==> src/rtl/dhcp_rop_pkg.sv <==
`default_nettype none

package dhcp_rop_pkg;

    localparam int HEADER_BYTES = 240;

    // parse phases
    localparam logic [2:0] PH_HEADER = 3'd0;
    localparam logic [2:0] PH_CODE   = 3'd1;
    localparam logic [2:0] PH_LEN    = 3'd2;
    localparam logic [2:0] PH_VALUE  = 3'd3;
    localparam logic [2:0] PH_DONE   = 3'd4;

    // result status codes
    localparam logic [1:0] ST_ACCEPTED   = 2'd0;
    localparam logic [1:0] ST_NOT_SERVER = 2'd1;
    localparam logic [1:0] ST_BAD_TYPE   = 2'd2;
    localparam logic [1:0] ST_TOO_SHORT  = 2'd3;

    // configuration register indexes
    localparam logic REG_EXPECT_ACK = 1'b0;
    localparam logic REG_TXN_ID     = 1'b1;

    // option codes and message types
    localparam logic [7:0] OPT_PAD    = 8'd0;
    localparam logic [7:0] OPT_MASK   = 8'd1;
    localparam logic [7:0] OPT_ROUTER = 8'd3;
    localparam logic [7:0] OPT_LEASE  = 8'd51;
    localparam logic [7:0] OPT_TYPE   = 8'd53;
    localparam logic [7:0] OPT_SERVER = 8'd54;
    localparam logic [7:0] OPT_END    = 8'hff;
    localparam logic [7:0] MSG_OFFER  = 8'd2;
    localparam logic [7:0] MSG_ACK    = 8'd5;
    localparam logic [7:0] OP_REPLY   = 8'd2;

    localparam logic [31:0] TXN_ID_RESET = 32'h1234_5678;

    // capture slots
    localparam logic [1:0] SLOT_MASK   = 2'd0;
    localparam logic [1:0] SLOT_ROUTER = 2'd1;
    localparam logic [1:0] SLOT_SERVER = 2'd2;
    localparam logic [1:0] SLOT_LEASE  = 2'd3;

    typedef struct packed {
        logic [7:0] data_byte;
        logic       last_byte;
    } in_item_t;

    typedef struct packed {
        logic [1:0]  status;
        logic        txn_match;
        logic [31:0] txn_id;
        logic [31:0] client_addr;
        logic [31:0] server_addr;
        logic [31:0] subnet_mask;
        logic [31:0] gateway_addr;
        logic [31:0] lease_seconds;
        logic [3:0]  found_mask;
        logic        truncated;
    } out_item_t;

    // byte as classified by the front end
    typedef struct packed {
        logic [7:0] data_byte;
        logic       last_byte;
        logic       is_op;
        logic       is_txn;
        logic       is_yiaddr;
        logic       header_end;
        logic       is_option;
        logic       short_dgram;
    } class_item_t;

    typedef struct packed {
        logic       valid;
        logic [1:0] slot;
    } slot_t;

    function automatic slot_t slot_of(input logic [7:0] code);
        slot_t s;
        s.valid = 1'b1;
        s.slot  = SLOT_MASK;
        unique case (code)
            OPT_MASK:   s.slot = SLOT_MASK;
            OPT_ROUTER: s.slot = SLOT_ROUTER;
            OPT_SERVER: s.slot = SLOT_SERVER;
            OPT_LEASE:  s.slot = SLOT_LEASE;
            default:    s.valid = 1'b0;
        endcase
        return s;
    endfunction

endpackage

`default_nettype wire

==> src/rtl/dhcp_reply_option_parser_unit.sv <==
// flow: a pushed byte is classified and queued; the byte parser takes it from the queue
//   head and pushes a last byte's result into the result queue, from which it is popped
// throughput: one byte per cycle, stalled only while a last byte meets a full result queue
// reset: queues empty, byte counter and parse state cleared, expect_ack 0,
//   expected transaction id 0x12345678
`default_nettype none

module dhcp_reply_option_parser_unit
    import dhcp_rop_pkg::*;
#(
    parameter int MAX_DATAGRAM = 1024,
    parameter int QUEUE_DEPTH  = 2
) (
    input  wire logic        clk,
    input  wire logic        rst_n,
    input  wire logic        push,
    input  wire in_item_t    in_item,
    output logic             full,
    output logic             empty,
    input  wire logic        pop,
    output out_item_t        out_item,
    input  wire logic        cfg_wr_en,
    input  wire logic        cfg_index,
    input  wire logic [31:0] cfg_wdata
);

    class_item_t cls_in;
    class_item_t cls_out;
    logic        cls_empty;
    logic        cls_pop;
    logic        res_full;
    logic        res_push;
    out_item_t   res_item;
    logic        in_accept;

    assign in_accept = push && !full;

    dhcp_rop_front #(
        .MAX_DATAGRAM (MAX_DATAGRAM)
    ) u_front (
        .clk     (clk),
        .rst_n   (rst_n),
        .accept  (in_accept),
        .in_item (in_item),
        .cls     (cls_in)
    );

    dhcp_rop_fifo #(
        .WIDTH ($bits(class_item_t)),
        .DEPTH (QUEUE_DEPTH)
    ) u_cls_q (
        .clk   (clk),
        .rst_n (rst_n),
        .push  (push),
        .wdata (cls_in),
        .full  (full),
        .pop   (cls_pop),
        .rdata (cls_out),
        .empty (cls_empty)
    );

    dhcp_rop_back u_back (
        .clk       (clk),
        .rst_n     (rst_n),
        .cfg_wr_en (cfg_wr_en),
        .cfg_index (cfg_index),
        .cfg_wdata (cfg_wdata),
        .cls_valid (!cls_empty),
        .cls       (cls_out),
        .res_full  (res_full),
        .cls_pop   (cls_pop),
        .res_push  (res_push),
        .res_item  (res_item)
    );

    dhcp_rop_fifo #(
        .WIDTH ($bits(out_item_t)),
        .DEPTH (QUEUE_DEPTH)
    ) u_res_q (
        .clk   (clk),
        .rst_n (rst_n),
        .push  (res_push),
        .wdata (res_item),
        .full  (res_full),
        .pop   (pop),
        .rdata (out_item),
        .empty (empty)
    );

endmodule

`default_nettype wire

==> src/rtl/dhcp_rop_fifo.sv <==
`default_nettype none

module dhcp_rop_fifo #(
    parameter int WIDTH = 8,
    parameter int DEPTH = 2
) (
    input  wire logic             clk,
    input  wire logic             rst_n,
    input  wire logic             push,
    input  wire logic [WIDTH-1:0] wdata,
    output logic                  full,
    input  wire logic             pop,
    output logic [WIDTH-1:0]      rdata,
    output logic                  empty
);

    localparam int PTR_W = (DEPTH > 1) ? $clog2(DEPTH) : 1;
    localparam int CNT_W = $clog2(DEPTH + 1);

    logic [WIDTH-1:0] mem_reg [DEPTH];
    logic [PTR_W-1:0] wr_ptr_reg, wr_ptr_next;
    logic [PTR_W-1:0] rd_ptr_reg, rd_ptr_next;
    logic [CNT_W-1:0] count_reg, count_next;
    logic             do_push, do_pop;

    assign full    = (count_reg == CNT_W'(DEPTH));
    assign empty   = (count_reg == '0);
    assign do_push = push && !full;
    assign do_pop  = pop && !empty;
    assign rdata   = mem_reg[rd_ptr_reg];

    always_comb
    begin
        wr_ptr_next = wr_ptr_reg;
        rd_ptr_next = rd_ptr_reg;
        count_next  = count_reg;
        if (do_push)
        begin
            wr_ptr_next = (wr_ptr_reg == PTR_W'(DEPTH - 1)) ? '0 : wr_ptr_reg + 1'b1;
        end
        if (do_pop)
        begin
            rd_ptr_next = (rd_ptr_reg == PTR_W'(DEPTH - 1)) ? '0 : rd_ptr_reg + 1'b1;
        end
        if (do_push && !do_pop)
        begin
            count_next = count_reg + 1'b1;
        end
        else if (do_pop && !do_push)
        begin
            count_next = count_reg - 1'b1;
        end
    end

    always_ff @(posedge clk or negedge rst_n)
    begin
        if (!rst_n)
        begin
            wr_ptr_reg <= '0;
            rd_ptr_reg <= '0;
            count_reg  <= '0;
        end
        else
        begin
            wr_ptr_reg <= wr_ptr_next;
            rd_ptr_reg <= rd_ptr_next;
            count_reg  <= count_next;
        end
    end

    always_ff @(posedge clk)
    begin
        if (do_push)
        begin
            mem_reg[wr_ptr_reg] <= wdata;
        end
    end

endmodule

`default_nettype wire

==> src/rtl/dhcp_rop_front.sv <==
`default_nettype none

module dhcp_rop_front
    import dhcp_rop_pkg::*;
#(
    parameter int MAX_DATAGRAM = 1024
) (
    input  wire logic        clk,
    input  wire logic        rst_n,
    input  wire logic        accept,
    input  wire in_item_t    in_item,
    output class_item_t      cls
);

    localparam int POS_W = $clog2(MAX_DATAGRAM + 1);

    logic [POS_W-1:0] pos_reg, pos_next;
    logic             dropped;

    assign dropped = (pos_reg >= POS_W'(MAX_DATAGRAM));

    always_comb
    begin
        cls.data_byte   = in_item.data_byte;
        cls.last_byte   = in_item.last_byte;
        cls.is_op       = !dropped && (pos_reg == '0);
        cls.is_txn      = !dropped && (pos_reg >= POS_W'(4)) && (pos_reg <= POS_W'(7));
        cls.is_yiaddr   = !dropped && (pos_reg >= POS_W'(16)) && (pos_reg <= POS_W'(19));
        cls.header_end  = !dropped && (pos_reg == POS_W'(HEADER_BYTES - 1));
        cls.is_option   = !dropped && (pos_reg >= POS_W'(HEADER_BYTES));
        // fewer than a full header once this byte is counted
        cls.short_dgram = (pos_reg < POS_W'(HEADER_BYTES - 1));
    end

    always_comb
    begin
        pos_next = pos_reg;
        if (accept)
        begin
            if (in_item.last_byte)
            begin
                pos_next = '0;
            end
            else if (!dropped)
            begin
                pos_next = pos_reg + 1'b1;
            end
        end
    end

    always_ff @(posedge clk or negedge rst_n)
    begin
        if (!rst_n)
        begin
            pos_reg <= '0;
        end
        else
        begin
            pos_reg <= pos_next;
        end
    end

endmodule

`default_nettype wire

==> src/rtl/dhcp_rop_back.sv <==
`default_nettype none

module dhcp_rop_back
    import dhcp_rop_pkg::*;
(
    input  wire logic        clk,
    input  wire logic        rst_n,
    input  wire logic        cfg_wr_en,
    input  wire logic        cfg_index,
    input  wire logic [31:0] cfg_wdata,
    input  wire logic        cls_valid,
    input  wire class_item_t cls,
    input  wire logic        res_full,
    output logic             cls_pop,
    output logic             res_push,
    output out_item_t        res_item
);

    logic        expect_ack_reg;
    logic [31:0] expected_txn_reg;

    logic [2:0]  phase_reg, phase_next;
    logic [7:0]  code_reg, code_next;
    logic [7:0]  remain_reg, remain_next;
    logic [31:0] shift_reg, shift_next;
    logic [2:0]  count_reg, count_next;
    logic        op_ok_reg, op_ok_next;
    logic [31:0] txn_reg, txn_next;
    logic [31:0] yiaddr_reg, yiaddr_next;
    logic [31:0] capt_reg [4];
    logic [31:0] capt_next [4];
    logic [3:0]  seen_reg, seen_next;
    logic        rejected_reg, rejected_next;
    logic        acked_reg, acked_next;

    logic        go;
    logic        accepted;
    logic        offer_acc;
    logic [1:0]  status;
    slot_t       slot;
    logic [7:0]  d;

    assign go       = cls_valid && (!cls.last_byte || !res_full);
    assign cls_pop  = go;
    assign res_push = go && cls.last_byte;
    assign d        = cls.data_byte;
    assign slot     = slot_of(code_reg);

    always_comb
    begin
        phase_next    = phase_reg;
        code_next     = code_reg;
        remain_next   = remain_reg;
        shift_next    = shift_reg;
        count_next    = count_reg;
        op_ok_next    = op_ok_reg;
        txn_next      = txn_reg;
        yiaddr_next   = yiaddr_reg;
        capt_next     = capt_reg;
        seen_next     = seen_reg;
        rejected_next = rejected_reg;
        acked_next    = acked_reg;

        if (cls.is_op)
        begin
            op_ok_next = (d == OP_REPLY);
        end
        if (cls.is_txn)
        begin
            txn_next = {txn_reg[23:0], d};
        end
        if (cls.is_yiaddr)
        begin
            yiaddr_next = {yiaddr_reg[23:0], d};
        end
        if (cls.header_end)
        begin
            phase_next = PH_CODE;
        end

        if (cls.is_option)
        begin
            unique case (phase_reg)
                PH_CODE:
                begin
                    if (d == OPT_END)
                    begin
                        phase_next = PH_DONE;
                    end
                    else if (d != OPT_PAD)
                    begin
                        code_next  = d;
                        phase_next = PH_LEN;
                    end
                end
                PH_LEN:
                begin
                    remain_next = d;
                    shift_next  = '0;
                    count_next  = '0;
                    if (d == 8'd0)
                    begin
                        phase_next = PH_CODE;
                        if (code_reg == OPT_TYPE && !expect_ack_reg)
                        begin
                            rejected_next = 1'b1;
                            phase_next    = PH_DONE;
                        end
                    end
                    else
                    begin
                        phase_next = PH_VALUE;
                    end
                end
                PH_VALUE:
                begin
                    // type option decides on its first value byte
                    if (code_reg == OPT_TYPE && count_reg == 3'd0 &&
                        !expect_ack_reg && d != MSG_OFFER)
                    begin
                        count_next    = 3'd1;
                        rejected_next = 1'b1;
                        phase_next    = PH_DONE;
                    end
                    else if (code_reg == OPT_TYPE && count_reg == 3'd0 &&
                             expect_ack_reg && d == MSG_ACK)
                    begin
                        count_next = 3'd1;
                        acked_next = 1'b1;
                        phase_next = PH_DONE;
                    end
                    else
                    begin
                        if (code_reg == OPT_TYPE && count_reg == 3'd0)
                        begin
                            count_next = 3'd1;
                        end
                        else if (slot.valid && count_reg < 3'd4)
                        begin
                            shift_next = {shift_reg[23:0], d};
                            count_next = count_reg + 1'b1;
                            if (count_reg == 3'd3 && !expect_ack_reg)
                            begin
                                capt_next[slot.slot] = {shift_reg[23:0], d};
                                seen_next[slot.slot] = 1'b1;
                            end
                        end
                        remain_next = remain_reg - 1'b1;
                        if (remain_reg == 8'd1)
                        begin
                            phase_next = PH_CODE;
                        end
                    end
                end
                default:
                begin
                end
            endcase
        end
    end

    always_comb
    begin
        priority if (cls.short_dgram)
        begin
            status = ST_TOO_SHORT;
        end
        else if (!op_ok_next)
        begin
            status = ST_NOT_SERVER;
        end
        else if (!expect_ack_reg)
        begin
            status = rejected_next ? ST_BAD_TYPE : ST_ACCEPTED;
        end
        else
        begin
            status = acked_next ? ST_ACCEPTED : ST_BAD_TYPE;
        end
    end

    assign accepted  = (status == ST_ACCEPTED);
    assign offer_acc = accepted && !expect_ack_reg;

    always_comb
    begin
        res_item.status        = status;
        res_item.txn_match     = accepted && (txn_next == expected_txn_reg);
        res_item.txn_id        = accepted ? txn_next : '0;
        res_item.client_addr   = accepted ? yiaddr_next : '0;
        res_item.server_addr   = offer_acc ? capt_next[SLOT_SERVER] : '0;
        res_item.subnet_mask   = offer_acc ? capt_next[SLOT_MASK] : '0;
        res_item.gateway_addr  = offer_acc ? capt_next[SLOT_ROUTER] : '0;
        res_item.lease_seconds = offer_acc ? capt_next[SLOT_LEASE] : '0;
        res_item.found_mask    = offer_acc ? seen_next : '0;
        res_item.truncated     = (phase_next == PH_LEN) || (phase_next == PH_VALUE);
    end

    always_ff @(posedge clk or negedge rst_n)
    begin
        if (!rst_n)
        begin
            expect_ack_reg   <= 1'b0;
            expected_txn_reg <= TXN_ID_RESET;
        end
        else if (cfg_wr_en)
        begin
            unique case (cfg_index)
                REG_EXPECT_ACK: expect_ack_reg   <= cfg_wdata[0];
                REG_TXN_ID:     expected_txn_reg <= cfg_wdata;
                default:        expect_ack_reg   <= expect_ack_reg;
            endcase
        end
    end

    always_ff @(posedge clk or negedge rst_n)
    begin
        if (!rst_n)
        begin
            phase_reg    <= PH_HEADER;
            code_reg     <= '0;
            remain_reg   <= '0;
            shift_reg    <= '0;
            count_reg    <= '0;
            op_ok_reg    <= 1'b0;
            txn_reg      <= '0;
            yiaddr_reg   <= '0;
            capt_reg     <= '{default: '0};
            seen_reg     <= '0;
            rejected_reg <= 1'b0;
            acked_reg    <= 1'b0;
        end
        else if (go)
        begin
            if (cls.last_byte)
            begin
                // datagram done, start clean
                phase_reg    <= PH_HEADER;
                code_reg     <= '0;
                remain_reg   <= '0;
                shift_reg    <= '0;
                count_reg    <= '0;
                op_ok_reg    <= 1'b0;
                txn_reg      <= '0;
                yiaddr_reg   <= '0;
                capt_reg     <= '{default: '0};
                seen_reg     <= '0;
                rejected_reg <= 1'b0;
                acked_reg    <= 1'b0;
            end
            else
            begin
                phase_reg    <= phase_next;
                code_reg     <= code_next;
                remain_reg   <= remain_next;
                shift_reg    <= shift_next;
                count_reg    <= count_next;
                op_ok_reg    <= op_ok_next;
                txn_reg      <= txn_next;
                yiaddr_reg   <= yiaddr_next;
                capt_reg     <= capt_next;
                seen_reg     <= seen_next;
                rejected_reg <= rejected_next;
                acked_reg    <= acked_next;
            end
        end
    end

endmodule

`default_nettype wire

==> config.mk <==
export PLATFORM = sky130hd
export DESIGN_NAME = dhcp_reply_option_parser_unit
export DESIGN_NICKNAME = d
export VERILOG_FILES = /design/src/rtl/dhcp_rop_pkg.sv /design/src/rtl/dhcp_reply_option_parser_unit.sv /design/src/rtl/dhcp_rop_fifo.sv /design/src/rtl/dhcp_rop_front.sv /design/src/rtl/dhcp_rop_back.sv
export SDC_FILE = /design/constraint.sdc
export NUM_CORES = 1
export LEC_CHECK = 0
export BUFFER_PORTS_ARGS = -buffer_cell sky130_fd_sc_hd__clkbuf_2
export CORE_MARGIN = 8
export CORE_UTILIZATION = 52
export DETAILED_ROUTE_END_ITERATION = 7
export PLACE_DENSITY = 0.78
export SYNTH_ARGS = -nofsm -noshare
export SYNTH_HDL_FRONTEND = slang
export SYNTH_SLANG_ARGS = --single-unit
==> constraint.sdc <==
create_clock -name clk -period 16 [get_ports clk]
set_input_delay 0.8 -clock clk [delete_from_list [all_inputs] [get_ports clk]]
set_output_delay 0.8 -clock clk [all_outputs]
set_load 0.02 [all_outputs]
==> results of run 1 <==
[area by class of cell]
cell class                 instances  area (um2)
clock buffer                      99        2060
clock inverter                    38         467
fill                            4496       24300
inverter                          28         105
multi-input combinational       1368       10100
sequential                       727       20400
tap                              782         978
timing repair buffer             281        1500
[metal layers]
layer,up-vias,GRT usage (%),wire length (um)
met5,-,0,0
met4,0,7.66,2330
met3,166,3.51,6070
met2,926,37.1,38300
met1,10300,30.6,31700
li1,8838,-,-
[power by group]
group / switching [mW] / internal (mW) / leakage (nW)
Sequential: 0.243 / 2.54 / 7.96
Combinational: 1.60 / 0.778 / 4.10
Clock: 0.728 / 1.06 / 1.24
[worst register-to-register path: cells and delay by family, from the launching register on]
kind                   cells  cell delay (ps)
AO/OA/AOI/OAI              2              440
buffers and inverters      2             1480
flip-flops                 1              340
multiplexers               1             1000
AND/OR/NAND/NOR            3             1840
[logic make-up after synthesis]
group,synth area share [%]
muxes,11.5
xor gates and xnor gates,1.35
and+or+nand+nor,7.26
adders and majority gates,0.360
DFF,65.2
AOI/OAI and AO/OA,11.5
buffers and inverters,2.90
[layout by cell type (no fill, tap or decap), types with 7 or more instances in the layout]
master,instances
edfxtp_1,430
nand2_1,300
dfrtp_1,282
mux2_2,252
clkbuf_2,247
a22o_1,162
nor2_1,119
a21oi_2,84
clkbuf_16,76
mux2i_1,65
a21oi_1,61
buf_4,33
xnor2_1,32
a211oi_1,31
o2bb2ai_1,29
inv_1,26
o21ai_0,25
nand3_1,16
xor2_1,16
clkbuf_1,16
nor2b_1,15
nor3_1,13
clkinv_2,13
dfstp_2,13
nor4_1,12
ha_1,9
bufinv_16,9
mux2i_2,8
clkinv_1,8
nand4_1,7
clkbuf_8,7
[worst paths after layout]
| path | from | cells after the start | slack, ps | endpoint |
|---|---|---|---|---|
| worst max-delay path | u_cls_q.rd_ptr_reg | 8 | 10580 | u_res_q.mem_reg[0][40] |
| worst min-delay path | rst_n | 1 | 190 | u_back.yiaddr_reg[16] |
| worst max register to register | u_cls_q.rd_ptr_reg | 8 | 10580 | u_res_q.mem_reg[0][40] |
| worst min register to register | u_back.capt_reg[0] | 1 | 490 | u_back.capt_reg[0] |
| max in group asynchronous | rst_n | 2 | 14220 | u_back.expected_txn_reg[0] |
| min in group clk | in_item[7] | 1 | 410 | u_cls_q.mem_reg[0][13] |
==> out/metrics.yaml, run 1 <==
dr.pass1.iters: 6
path_clk_slew_ps: 60
cts_setup_buffers: 0
skew_ps: 25.4
status: "finished, final reports clean"
die_area_mm2: 0.0682
area.growth.synth_to_final_pct: 13.9
die_w_um: 261
period_needed_ps: 5420
synth_common_cells: "430 x edfxtp_1, 300 x nand2_1, 284 x dfrtp_1"
pwr_density_cell_mw_per_mm2: 195
async_flop_share_pct: 40.9
root_buffer: "clkbuf_16"
clock_path_buffers: 3
routedWlPerCell_um: 23.6
synth_seq_area_share_pct: 65.2
place_congestion: 0.878
synthTopCellsByArea: "edfxtp_1 41%, dfrtp_1 23%, mux2_2 9.1%"
track_usage_pct: 22.6
die_h_um: 261
slowest_stage: "mux2i_2"
grt_pass1_wl_um: 120000
arrival_ps: 5700
fin_util_pct: 59.4
syn_avg_cell_area_um2: 13.6
worstSetupPathType: "reg -> reg"
relSlewSlack_pct: 6.22
drv_slew: 0
dp_hpwl_um: 48800
htree_num_levels: 3
total_power_mw: 6.95
layout_setup_ws_ps: 10580
vias: 20200
std_cell_rows: 90
rsz0062_at_grt: "false"
ys_ff_latch: 727
cp_data_required_time_ps: 16280
cts-buffers-inserted: 74
peakVddDrop_mv: 0.103
netlist-cell-type-count: 73
startpoint_type: "flip-flop"
diodes: 0
fin_area_mm2: 0.0356
preCtsSetupSlack_ps: 10630
worstMarginPinSlew_ps: 1410
nNetsFinal: 2536
finalCritPeriodShare_pct: 33.9
path_max_fanout: 78
synth_area_leader_cell: "edfxtp_1"
clock_sinks: 727
coreArea_mm2: 0.0599
synth_fp_nets: 2347
grt_max_degree: 103
place_inst: 3186
grt.overflow.total: 0
slowest_delay_ps: 980
cts_tree: "yes"
dpl-instance-area_mm2: 0.0331
hold_buffers: 0
cp_cell_sequence: "buf_4 -> mux2i_2 -> nand4_1 -> or4_1 -> a21oi_2 -> or4_4 -> buf_4 -> a211oi_1"
drtAntennaViolNets: 0
synth_flop_cell: "edfxtp_1"
routed_wl_um: 78400
portBuffers: 248
setup_viol: 0
tns_ps: 0
final_hold_viol_count: 0
initial_core_util_pct: 52.2
pin_count: 249
worstSkewPairLatency_ps: 620
synthesis.area_mm2: 0.0312
synth_cells: 2291
drt_iter0_drc: 2075
yosys_warnings: 0
cts-resized-gates: 0
drive_gt1_share_pct: 31.1
critPathMostFrequentCell: "buf_4"
clock.fmax_ghz: 0.185
antenna_found_initial: 0
power_leakage_nw: 13.3
cp_top_family: "simple AND/OR/NAND/NOR gates"
largest_reg_flops: 400
cp_num_buf_inv: 2
endpoint_kind: "flip-flop"
drc: 0
fin_cells: 3323
min_path_type: "in -> async"
grt_pass1_vias: 20400
yosysMostFrequentCell: "edfxtp_1"
synth-edff-count: 430
synth.top_cell.area_share_pct: 41.3
via_per_inst: 6.09
maxCapViolations: 0
hold_ws_ps: 192
Note: power is estimated with default switching activity, not from simulation.
==> inputs of run 2 (changes only) <==
==> constraint.sdc (replaced) <==
create_clock -name clk -period 4.9 [get_ports clk]
set_input_delay 0.245 -clock clk [delete_from_list [all_inputs] [get_ports clk]]
set_output_delay 0.245 -clock clk [all_outputs]
set_load 0.02 [all_outputs]
==> run 2 against run 1 <==
Clock skew is 0.82 ps higher. Critical path depth is 2 lower. Via count is 1.2% higher. Combinational power grew to 3.3 times the previous value. Setup slack worse by 9600 ps. Clock power grew to 3.3 times the previous value. Worst hold slack worse by 150 ps. Sequential power grew to 3.3 times the previous value. Critical path type unchanged. Largest power group unchanged. Highest routed layer unchanged.
==> out/metrics.yaml, run 2 (synthesized netlist as in run 1, its figures left out) <==
status: "finished, final reports clean"
endpoint_kind: "flip-flop"
die_area_mm2: 0.0682  # unchanged
path_clk_slew_ps: 60  # about the same
finalCritPeriodShare_pct: 80.0  # +46 points
startpoint_type: "flip-flop"
num-fill-cells: 4392  # -2.3%
drt_iter0_drc: 2093  # +0.87%
pin_count: 249  # unchanged
arrival_ps: 4460  # -1240 ps
routed_wl_um: 79000  # +0.81%
portBuffers: 248  # unchanged
fin_util_pct: 60.6  # +1.2 points
clock_sinks: 727  # unchanged
dp_hpwl_um: 49300  # +1.1%
cts-resized-gates: 0  # unchanged
vias: 20500  # +1.2%
grt_pass1_vias: 20700  # +1.4%
die_w_um: 261  # unchanged
fin_cells: 3381  # +1.7%
antenna_found_initial: 0  # unchanged
place_congestion: 0.894  # +1.8%
cts_tree: "yes"
power_leakage_nw: 13.6  # +2.5%
grt.overflow.total: 0  # unchanged
std_cell_rows: 90  # unchanged
cts-buffers-inserted: 73  # -1.4%
initial_core_util_pct: 52.2  # unchanged
rsz0062_at_grt: "false"
p_clk_share_pct: 26.0  # +0.3 points
worstSkewPairLatency_ps: 620  # about the same
die_h_um: 261  # unchanged
grt_pass1_wl_um: 121000  # +0.94%
final_hold_viol_count: 0  # unchanged
hold_buffers: 43  # +43
worstHoldPathCells: 2
drv_slew: 0  # unchanged
intPower_mw: 14.5  # +230%
cts_setup_buffers: 0  # unchanged
skew_ps: 26.3  # +0.823 ps
min_path_type: "in -> reg"
drive_gt1_share_pct: 31.3  # +0.15 points
area.growth.synth_to_final_pct: 16.2
power_frac_comb_pct: 34.5  # +0.3 points
clock_path_buffers: 3  # unchanged
p_seq_share_pct: 39.5  # -0.5 points
relSlewSlack_pct: 24.3  # +18 points
worstSetupPathType: "reg -> reg"
path_max_fanout: 25  # -68%
pwr_density_cell_mw_per_mm2: 631  # +220%
worstMarginPinSlew_ps: 1110  # -292 ps
p_sw_mw: 8.38  # +230%
hold_ws_ps: 43.7  # -149 ps
cp_data_required_time_ps: 5440  # -10840 ps
ff2ff_path_depth: 6  # -2
via_per_inst: 6.06  # -0.50%
routedWlPerCell_um: 23.4  # -0.92%
drc: 0  # unchanged
maxCapViolations: 0  # unchanged
peakVddDrop_mv: 0.402  # +290%
root_buffer: "clkbuf_16"
largest_reg_flops: 400  # unchanged
setup_viol: 0  # unchanged
final_cell_mix: "430 x edfxtp_1, 300 x nand2_1, 282 x dfrtp_1"
grt_max_degree: 133  # +29%
p_sw_share_pct: 36.6  # -0.43 points
nNetsFinal: 2595  # +2.3%
clock.fmax_ghz: 0.255  # +38%
dr.pass1.iters: 6  # unchanged
track_usage_pct: 22.8  # +0.21 points
drtAntennaViolNets: 0  # unchanged
coreArea_mm2: 0.0599  # unchanged
htree_num_levels: 3  # unchanged
place_inst: 3203  # +0.53%
final_common_cell: "edfxtp_1"
period_needed_ps: 3920  # -1500 ps
diodes: 0  # unchanged
==> run 2: cell types whose count changed in the layout (fill, tap and decap cells not counted), sizes merged <==
cell	previous run	this run
clkinv	23	29
buf	34	51
inv	33	30
clkbuf	346	337
dlygate4sd3	0	43
bufinv	9	13
==> run 2: critical path: stages (launching register included) <==
cell	delay [ps]
dfrtp_1	510
and3b_1	590
nand4b_1	290
or3_1	490
or2_1	640
nor2_2	1030
a22o_1	290
==> run 2: worst paths after layout <==
check                               startpoint               endpoint  slack, ps
min                                 in_item[0]     u_front.pos_reg[8]         40
min reg2reg                   u_back.op_ok_reg       u_back.op_ok_reg        490
max reg2reg                u_back.phase_reg[1]    u_back.capt_reg[16]        980
max in group asynchronous                rst_n   u_back.capt_reg[101]       3250
min in group asynchronous                rst_n  u_back.yiaddr_reg[12]        300
max                        u_back.phase_reg[1]    u_back.capt_reg[16]        980
==> run 2: stage by stage <==
stage	cell area [um2]	setup WS (ps)	TNS, ps	power (mW)
2_1_floorplan	31300	-1770	-353970	14.2
3_3_place_gp	33300	1140	0	16.8
3_5_place_dp	33300	1020	0	17.0
4_1_cts	36300	1020	0	23.0
5_1_grt	36300	747	0	23.8
6_report	36300	980	0	22.9
==> run 2: per-layer routing <==
layer,share of wire [%],global-route usage (%)
met2,50,37.9
met5,0,0
met4,3.4,8.65
met1,40,29.8
met3,7.4,3.97
==> run 2: layout make-up <==
class / count / area (um2) / area share (%)
sequential: 727 / 20400 / 56.1
multi-input combinational: 1368 / 10100 / 27.8
timing repair buffer: 341 / 2170 / 5.97
clock buffer: 90 / 1970 / 5.43
tap: 782 / 978 / 2.69
clock inverter: 45 / 616 / 1.69
inverter: 28 / 110 / 0.303
==> run 2: power groups by stage <==
stage                     combinational [mW]  clock (mW)  sequential, mW
after global routing                    8.35        6.26            9.20
final                                   7.89        5.95            9.06
after CTS                               7.97        6.01            9.03
after detailed placement                7.88           0            9.14
after global placement                  7.77           0            9.04
after floorplan                         5.29           0            8.93
